<file path="src/hdl/kcc_pkg.sv">
// ----------------------------------------------------------------------------
// Keyboard command controller package
// Item types, command group codes and reply constants.
// ----------------------------------------------------------------------------
package kcc_pkg;

   typedef struct packed {
      logic       opcode;
      logic [7:0] data_byte;
      logic       shift_held;
      logic       ctrl_held;
      logic       graph_held;
   } req_type;

   typedef struct packed {
      logic [7:0] reply_byte;
      logic       clear_first;
      logic       last;
   } rsp_type;

   typedef enum logic [1:0] {
      RUN_SINGLE = 2'd0,
      RUN_LED    = 2'd1,
      RUN_SWITCH = 2'd2
   } run_kind_type;

   // one queued reply run
   typedef struct packed {
      run_kind_type kind;
      logic [7:0]   data;
      logic         clear;
   } run_type;

   localparam logic       OP_COMMAND = 1'b0;
   localparam logic       OP_RELEASE = 1'b1;

   localparam logic [2:0] GRP_RPT_TIME_0 = 3'b000;
   localparam logic [2:0] GRP_RPT_TIME_1 = 3'b001;
   localparam logic [2:0] GRP_LED_SET    = 3'b010;
   localparam logic [2:0] GRP_LED_READ   = 3'b011;
   localparam logic [2:0] GRP_SW_READ    = 3'b100;
   localparam logic [2:0] GRP_RPT_CTRL   = 3'b101;
   localparam logic [2:0] GRP_ENABLE     = 3'b110;
   localparam logic [2:0] GRP_RESET      = 3'b111;

   localparam logic [7:0] KEY_SHIFT = 8'h10;
   localparam logic [7:0] KEY_CTRL  = 8'h11;
   localparam logic [7:0] KEY_GRAPH = 8'h12;

   localparam logic [7:0] BRK_SHIFT = 8'h86;
   localparam logic [7:0] BRK_CTRL  = 8'h8a;
   localparam logic [7:0] BRK_GRAPH = 8'h8c;
   localparam logic [7:0] DIAG_OK   = 8'h00;

   localparam logic [7:0] LED_BASE = 8'hc0;
   localparam logic [7:0] SW_BASE  = 8'h80;

   localparam int         SW_SHIFT_POS = 3;
   localparam int         SW_CTRL_POS  = 5;
   localparam int         SW_GRAPH_POS = 6;

   localparam int         RUN_BYTES = 8;

endpackage

</file>
<file path="src/hdl/kcc_front.sv">
// ----------------------------------------------------------------------------
// Keyboard command controller front end
// Decodes items, keeps LED, repeat and enable state, queues reply runs.
// ----------------------------------------------------------------------------
module kcc_front (
   input  logic              clock,
   input  logic              reset,
   input  logic              accept,
   input  kcc_pkg::req_type  item,
   output logic              push,
   output kcc_pkg::run_type  run
);

   logic [7:0] led_ff,     led_in;
   logic       repeat_ff,  repeat_in;
   logic       enable_ff,  enable_in;
   logic       has_run;
   logic [2:0] pos;
   logic       b0;
   logic [7:0] sw_bits;

   always_comb begin
      led_in    = led_ff;
      repeat_in = repeat_ff;
      enable_in = enable_ff;
      has_run   = 1'b0;
      run.kind  = kcc_pkg::RUN_SINGLE;
      run.data  = kcc_pkg::DIAG_OK;
      run.clear = 1'b0;
      pos       = item.data_byte[3:1];
      b0        = item.data_byte[0];
      sw_bits   = '0;
      sw_bits[kcc_pkg::SW_SHIFT_POS] = item.shift_held;
      sw_bits[kcc_pkg::SW_CTRL_POS]  = item.ctrl_held;
      sw_bits[kcc_pkg::SW_GRAPH_POS] = item.graph_held;
      if (item.opcode == kcc_pkg::OP_RELEASE) begin
         if (enable_ff) begin
            case (item.data_byte)
               kcc_pkg::KEY_SHIFT: begin
                  has_run  = 1'b1;
                  run.data = kcc_pkg::BRK_SHIFT;
               end
               kcc_pkg::KEY_CTRL: begin
                  has_run  = 1'b1;
                  run.data = kcc_pkg::BRK_CTRL;
               end
               kcc_pkg::KEY_GRAPH: begin
                  has_run  = 1'b1;
                  run.data = kcc_pkg::BRK_GRAPH;
               end
               default: has_run = 1'b0;
            endcase
         end
      end else begin
         case (item.data_byte[7:5])
            kcc_pkg::GRP_RPT_CTRL: repeat_in = b0;
            kcc_pkg::GRP_LED_SET:  led_in[pos] = b0;
            kcc_pkg::GRP_LED_READ: begin
               has_run   = 1'b1;
               run.kind  = kcc_pkg::RUN_LED;
               run.data  = led_ff;
               run.clear = 1'b1;
            end
            kcc_pkg::GRP_SW_READ: begin
               has_run   = 1'b1;
               run.kind  = kcc_pkg::RUN_SWITCH;
               run.data  = sw_bits;
               run.clear = 1'b1;
            end
            kcc_pkg::GRP_ENABLE: enable_in = b0;
            kcc_pkg::GRP_RESET: begin
               led_in    = '0;
               repeat_in = 1'b1;
               enable_in = 1'b1;
               has_run   = ~b0;
               run.clear = 1'b1;
            end
            default: has_run = 1'b0;
         endcase
      end
   end

   assign push = accept & has_run;

   always_ff @(posedge clock) begin
      if (reset) begin
         led_ff    <= '0;
         repeat_ff <= 1'b1;
         enable_ff <= 1'b1;
      end else if (accept) begin
         led_ff    <= led_in;
         repeat_ff <= repeat_in;
         enable_ff <= enable_in;
      end
   end

endmodule

</file>
<file path="src/hdl/kcc_queue.sv">
// ----------------------------------------------------------------------------
// Keyboard command controller run queue
// Two-entry queue of reply runs between front end and back end.
// ----------------------------------------------------------------------------
module kcc_queue (
   input  logic              clock,
   input  logic              reset,
   input  logic              push,
   input  kcc_pkg::run_type  push_run,
   input  logic              pop,
   output logic              full,
   output logic              head_valid,
   output kcc_pkg::run_type  head_run
);

   kcc_pkg::run_type mem [2];
   logic       wr_ptr_ff, wr_ptr_in;
   logic       rd_ptr_ff, rd_ptr_in;
   logic [1:0] count_ff,  count_in;

   assign full       = count_ff[1];
   assign head_valid = (count_ff != 2'd0);
   assign head_run   = mem[rd_ptr_ff];

   always_comb begin
      wr_ptr_in = push ? ~wr_ptr_ff : wr_ptr_ff;
      rd_ptr_in = pop  ? ~rd_ptr_ff : rd_ptr_ff;
      count_in  = count_ff + {1'b0, push} - {1'b0, pop};
   end

   always_ff @(posedge clock) begin
      if (push) begin
         mem[wr_ptr_ff] <= push_run;
      end
   end

   always_ff @(posedge clock) begin
      if (reset) begin
         wr_ptr_ff <= 1'b0;
         rd_ptr_ff <= 1'b0;
         count_ff  <= 2'd0;
      end else begin
         wr_ptr_ff <= wr_ptr_in;
         rd_ptr_ff <= rd_ptr_in;
         count_ff  <= count_in;
      end
   end

endmodule

</file>
<file path="src/hdl/kcc_back.sv">
// ----------------------------------------------------------------------------
// Keyboard command controller back end
// Queued runs go one byte per cycle into the output register unless stalled.
// ----------------------------------------------------------------------------
module kcc_back (
   input  logic              clock,
   input  logic              reset,
   input  logic              head_valid,
   input  kcc_pkg::run_type  head_run,
   output logic              pop,
   output logic              rsp_valid,
   input  logic              rsp_stall,
   output kcc_pkg::rsp_type  rsp_item
);

   logic [2:0]       idx_ff, idx_in;
   logic             out_valid_ff, out_valid_in;
   kcc_pkg::rsp_type out_item_ff;
   kcc_pkg::rsp_type gen;
   logic             load;
   logic             run_end;

   always_comb begin
      run_end = (idx_ff == 3'(kcc_pkg::RUN_BYTES - 1));
      case (head_run.kind)
         kcc_pkg::RUN_LED: begin
            gen.reply_byte  = kcc_pkg::LED_BASE | {4'd0, idx_ff, head_run.data[idx_ff]};
            gen.clear_first = (idx_ff == 3'd0);
            gen.last        = run_end;
         end
         kcc_pkg::RUN_SWITCH: begin
            gen.reply_byte  = kcc_pkg::SW_BASE | {4'd0, idx_ff, head_run.data[idx_ff]};
            gen.clear_first = (idx_ff == 3'd0);
            gen.last        = run_end;
         end
         default: begin
            gen.reply_byte  = head_run.data;
            gen.clear_first = head_run.clear;
            gen.last        = 1'b1;
         end
      endcase
   end

   always_comb begin
      load         = head_valid & (~out_valid_ff | ~rsp_stall);
      pop          = load & gen.last;
      out_valid_in = out_valid_ff;
      idx_in       = idx_ff;
      if (~out_valid_ff | ~rsp_stall) begin
         out_valid_in = head_valid;
      end
      if (load) begin
         idx_in = gen.last ? 3'd0 : idx_ff + 3'd1;
      end
   end

   always_ff @(posedge clock) begin
      if (reset) begin
         idx_ff       <= 3'd0;
         out_valid_ff <= 1'b0;
      end else begin
         idx_ff       <= idx_in;
         out_valid_ff <= out_valid_in;
      end
   end

   always_ff @(posedge clock) begin
      if (load) begin
         out_item_ff <= gen;
      end
   end

   assign rsp_valid = out_valid_ff;
   assign rsp_item  = out_item_ff;

endmodule

</file>
<file path="src/hdl/keyboard_command_controller.sv">
// ----------------------------------------------------------------------------
// Keyboard command controller
// Serial keyboard command decoder and reply byte generator.
// ----------------------------------------------------------------------------
// Usage:
//   req_ channel carries a host command byte or a key release event with the
//   live shift, ctrl and graph levels. rsp_ channel returns reply bytes; last
//   marks the final byte of one item's run, clear_first the queue flush.
//   Items with no reply produce nothing on rsp_.
// Order: the first reply byte of an item passes through the run queue and
//   then the output register before it is presented on rsp_.
// Throughput: one reply byte per cycle from the output register while
//   rsp_stall is low; LED and switch reads give 8 bytes, single byte replies
//   1 byte. The back end sequencer steps a 3-bit byte index through a run.
// A two-entry run queue separates decode from reply generation; req_stall is
//   high while that queue is full.
// Reset: LED bits cleared, repeat and key enable set, queue and output
//   register emptied.
// Receiver stall: the output byte holds; the queue fills, then req_stall
//   rises.
// ----------------------------------------------------------------------------
module keyboard_command_controller (
   input  logic              clock,
   input  logic              reset,
   input  logic              req_valid,
   output logic              req_stall,
   input  kcc_pkg::req_type  req_item,
   output logic              rsp_valid,
   input  logic              rsp_stall,
   output kcc_pkg::rsp_type  rsp_item
);

   logic             accept;
   logic             push;
   logic             pop;
   logic             full;
   logic             head_valid;
   kcc_pkg::run_type push_run;
   kcc_pkg::run_type head_run;

   assign req_stall = full;
   assign accept    = req_valid & ~full;

   kcc_front u_front (
      .clock  (clock),
      .reset  (reset),
      .accept (accept),
      .item   (req_item),
      .push   (push),
      .run    (push_run)
   );

   kcc_queue u_queue (
      .clock      (clock),
      .reset      (reset),
      .push       (push),
      .push_run   (push_run),
      .pop        (pop),
      .full       (full),
      .head_valid (head_valid),
      .head_run   (head_run)
   );

   kcc_back u_back (
      .clock      (clock),
      .reset      (reset),
      .head_valid (head_valid),
      .head_run   (head_run),
      .pop        (pop),
      .rsp_valid  (rsp_valid),
      .rsp_stall  (rsp_stall),
      .rsp_item   (rsp_item)
   );

endmodule

</file>
<file path="config.mk">
export PLATFORM = sky130hd
export DESIGN_NAME = keyboard_command_controller
export DESIGN_NICKNAME = d
export VERILOG_FILES = /design/src/hdl/kcc_pkg.sv /design/src/hdl/kcc_front.sv /design/src/hdl/kcc_queue.sv /design/src/hdl/kcc_back.sv /design/src/hdl/keyboard_command_controller.sv
export SDC_FILE = /design/constraint.sdc
export NUM_CORES = 1
export LEC_CHECK = 0
export BUFFER_PORTS_ARGS = -buffer_cell sky130_fd_sc_hd__buf_2
export CORE_UTILIZATION = 57
export DETAILED_ROUTE_END_ITERATION = 8
export HOLD_SLACK_MARGIN = 0.15
export PLACE_DENSITY_LB_ADDON = 0.05
export SYNTH_ARGS = -nofsm -noshare
export SYNTH_HDL_FRONTEND = slang
export SYNTH_SLANG_ARGS = --single-unit
</file>
<file path="constraint.sdc">
create_clock -name clock -period 3.7 [get_ports clock]
set_input_delay 0.74 -clock clock [delete_from_list [all_inputs] [get_ports clock]]
set_output_delay 0.74 -clock clock [all_outputs]
set_load 0.03 [all_outputs]
</file>
==> impl_metrics.py <==
metrics = {
    "outcome": {
        "status": "complete, no violations",
    },
    "pwr": {
        "switchingPower_mw": 0.616,
        "pwr-share-comb": 0.372,
        "p_leak_nw": 1.00,
        "peakVddDrop_mv": 0.412,
        "powerDensity_nw_per_um2": 641,
        "seq_power_share": 0.453,
        "swShare": 0.360,
        "pwr-share-clk": 0.175,
        "internal-power_mw": 1.10,
    },
    "clock_tree": {
        "clk_latency_ps": 300,
        "clkSlewWorstSetupHoldPaths_ps": 90,
        "ctsResizeCount": 0,
        "cts_buffers": 5,
        "cts_tree": "done",
        "h-tree-depth": 2,
        "hold_buffers": 0,
        "cts_root_buf": "clkbuf_8",
        "cts_setup_buffers": 0,
        "cts.sinks": 50,
        "clk_path_buf_depth": 2,
    },
    "synth": {
        "synth_fp_nets": 240,
        "synth_cell_types": 45,
        "synth_edf_count": 32,
        "synth_ff_type": "edfxtp_1",
        "netlist_area_um2": 2430,
        "synth-seq-cells": 50,
        "yosys_warnings": 0,
        "postSynthCellCount": 217,
        "synth-async-reset-ratio": 0,
        "syn_avg_cell_area_um2": 11.2,
        "yosysSeqAreaShare": 0.545,
    },
    "final_layout": {
        "final_util": 0.659,
        "syn2layout_area_growth_pct": 10.2,
        "drive_gt1_frac": 0.193,
        "fill_cells": 314,
        "diodes": 0,
        "nets": 265,
    },
    "floorplan": {
        "coreArea_um2": 4060,
        "die_h_um": 67.2,
        "fp-row-count": 23,
        "initial_core_util": 0.598,
        "die_w_um": 67.2,
        "io_pins": 28,
        "dieArea_um2": 4520,
    },
    "global_route": {
        "grt_pass1_vias": 1558,
        "grt.total_usage": 0.210,
        "antenna_found_initial": 0,
        "overflow": 0,
        "grt_max_degree": 20,
        "grt_pass1_wl_um": 6940,
    },
    "critical_path": {
        "crit_fanout": 13,
        "required_ps": 3880,
        "crit_arrival_ps": 3000,
        "worstPathCellList": "mux2i_1 -> inv_1 -> ha_1 -> o21ai_0 -> inv_1 -> ha_1 -> inv_1 -> ha_1 -> xor2_1 -> xnor2_1 -> nor2_1",
        "critical_path.max_stage_delay_ps": 460,
        "critical_path_class": "flop to flop",
        "crit_slowest_cell": "dfxtp_1",
        "critPathCaptureType": "flop",
        "start_kind": "flop",
    },
    "timing": {
        "max_slew_margin": 0.377,
        "finalClockSkew_ps": 9.69,
        "setup_tns_ps": 0,
        "maxSlewViolCount": 0,
        "tightest_slew_ps": 928,
        "rsz0062_at_grt": "no",
        "min_period_over_period": 0.763,
        "fmax_ghz": 0.354,
        "layout_min_cycle_time_ps": 2820,
        "hold_viol": 0,
        "setup_viol": 0,
    },
    "route": {
        "drtIter0Drc": 84,
        "totalWireLength_um": 4270,
        "via_count": 1669,
        "drt-vias-per-instance": 5.70,
        "firstDrtPassIters": 4,
        "post_drt_wl_per_cell_um": 14.6,
        "ant_nets": 0,
        "route.detailed.drc": 0,
    },
    "placement": {
        "gp_congestion": 0.844,
        "numPortBuffers": 27,
        "dp_hpwl_um": 3210,
    },
    "worst_hold_path": {
        "worstHoldPathType": "flop to flop",
    },
    "flow_run": {
        "cap_viol_max_count": 0,
    },
}
## registers in the layout, indices dropped and copies added (netlist names), 2 cells and up, named ones only
signal and count:
u_queue.count_ff 2, u_back.rsp_item 10, u_back.idx_ff 3, u_front.led_ff 8, u_queue.mem 22
## metrics by stage
stage                     instance area (µm²)  hold slack, ps  setup slack (ps)  total power, mW  cells
after floorplan                          2430             445               715             1.27    217
after global placement                   2590             461               795             1.41    285
after detailed placement                 2590             468               799             1.43    285
after CTS                                2670             482               829             1.73    293
after global routing                     2670             520               642             1.82    293
final                                    2670             485               878             1.71    293
## critical path, delay by kind of cell, from the launching register on
| family | cells | cell delay [ps] |
|---|---|---|
| mux | 1 | 310 |
| fa+ha+maj | 3 | 870 |
| buf+inv | 3 | 220 |
| flops | 1 | 460 |
| xor+xnor | 2 | 330 |
| simple gates | 1 | 50 |
| compound gates | 1 | 460 |
## power by group through the flow
| stage | Sequential, mW | Combinational, mW | Clock (mW) |
|---|---|---|---|
| 3_5_place_dp | 0.791 | 0.638 | 0 |
| 5_1_grt | 0.793 | 0.699 | 0.331 |
| 6_report | 0.777 | 0.637 | 0.299 |
| 3_3_place_gp | 0.790 | 0.623 | 0 |
| 2_1_floorplan | 0.918 | 0.350 | 0 |
| 4_1_cts | 0.779 | 0.640 | 0.308 |
## layout by cell type (no fill, tap or decap), types with 5 or more instances in the layout
cell type,n
nand2_1,10
ha_1,7
buf_2,27
nor2_1,20
clkbuf_8,5
nor2b_1,6
edfxtp_1,32
dfxtp_1,18
mux2_2,6
nor3_1,6
inv_1,14
a21oi_1,9
o21ai_0,11
mux2i_1,6
a22o_1,6
## synth_stat cells, drive strengths merged (3+ instances only)
| master | n | share of area |
|---|---|---|
| edfxtp | 32 | 0.40 |
| nor2 | 20 | 0.031 |
| dfxtp | 18 | 0.15 |
| inv | 14 | 0.022 |
| o21ai | 11 | 0.023 |
| nand2 | 10 | 0.015 |
| a21oi | 9 | 0.019 |
| clkbuf | 9 | 0.014 |
| ha | 7 | 0.036 |
| mux2 | 7 | 0.034 |
| a22o | 6 | 0.022 |
| mux2i | 6 | 0.025 |
| nor2b | 6 | 0.015 |
| nor3 | 6 | 0.012 |
| a211o | 4 | 0.014 |
| nand2b | 4 | 0.010 |
| and2 | 3 | 0.0077 |
| buf | 3 | 0.0088 |
| nand3 | 3 | 0.0062 |
| nand3b | 3 | 0.0093 |
| o32ai | 3 | 0.011 |
| xnor2 | 3 | 0.011 |
| xor2 | 3 | 0.011 |
## final timing paths
path                            slack [ps]  depth (start not counted)                  end         startpoint
worst max-delay path                   880                         11  u_queue.count_ff[1]               flop
worst min-delay path                   490                          2    u_front.led_ff[0]  u_front.led_ff[0]
worst max register to register         880                         11  u_queue.count_ff[1]               flop
worst min register to register         490                          2    u_front.led_ff[0]  u_front.led_ff[0]
## routing by layer
metal	wire, µm	vias to the layer above	track usage
li1	-	838	-
met1	1880	777	0.246
met2	2110	43	0.364
met3	155	11	0.0405
met4	119	0	0.104
met5	0	-	0
## kinds of logic after synthesis
family          count (synthesis)  synth area share
mux                            15            0.0774
flops                          50             0.545
simple gates                   68             0.146
compound gates                 45             0.130
buf+inv                        26            0.0444
xor+xnor                        6            0.0217
fa+ha+maj                       7            0.0361
## final cells by class
cell class	instances	area (µm²)	share of cell area
Timing Repair Buffer	30	158	0.0590
Clock buffer	6	72.6	0.0272
Inverter	14	52.6	0.0197
Clock inverter	2	8.76	0.00328
Multi-Input combinational cell	141	997	0.373
Tap cell	50	62.6	0.0234
Sequential cell	50	1320	0.494
No activity file was read; power rests on OpenSTA's default activity.
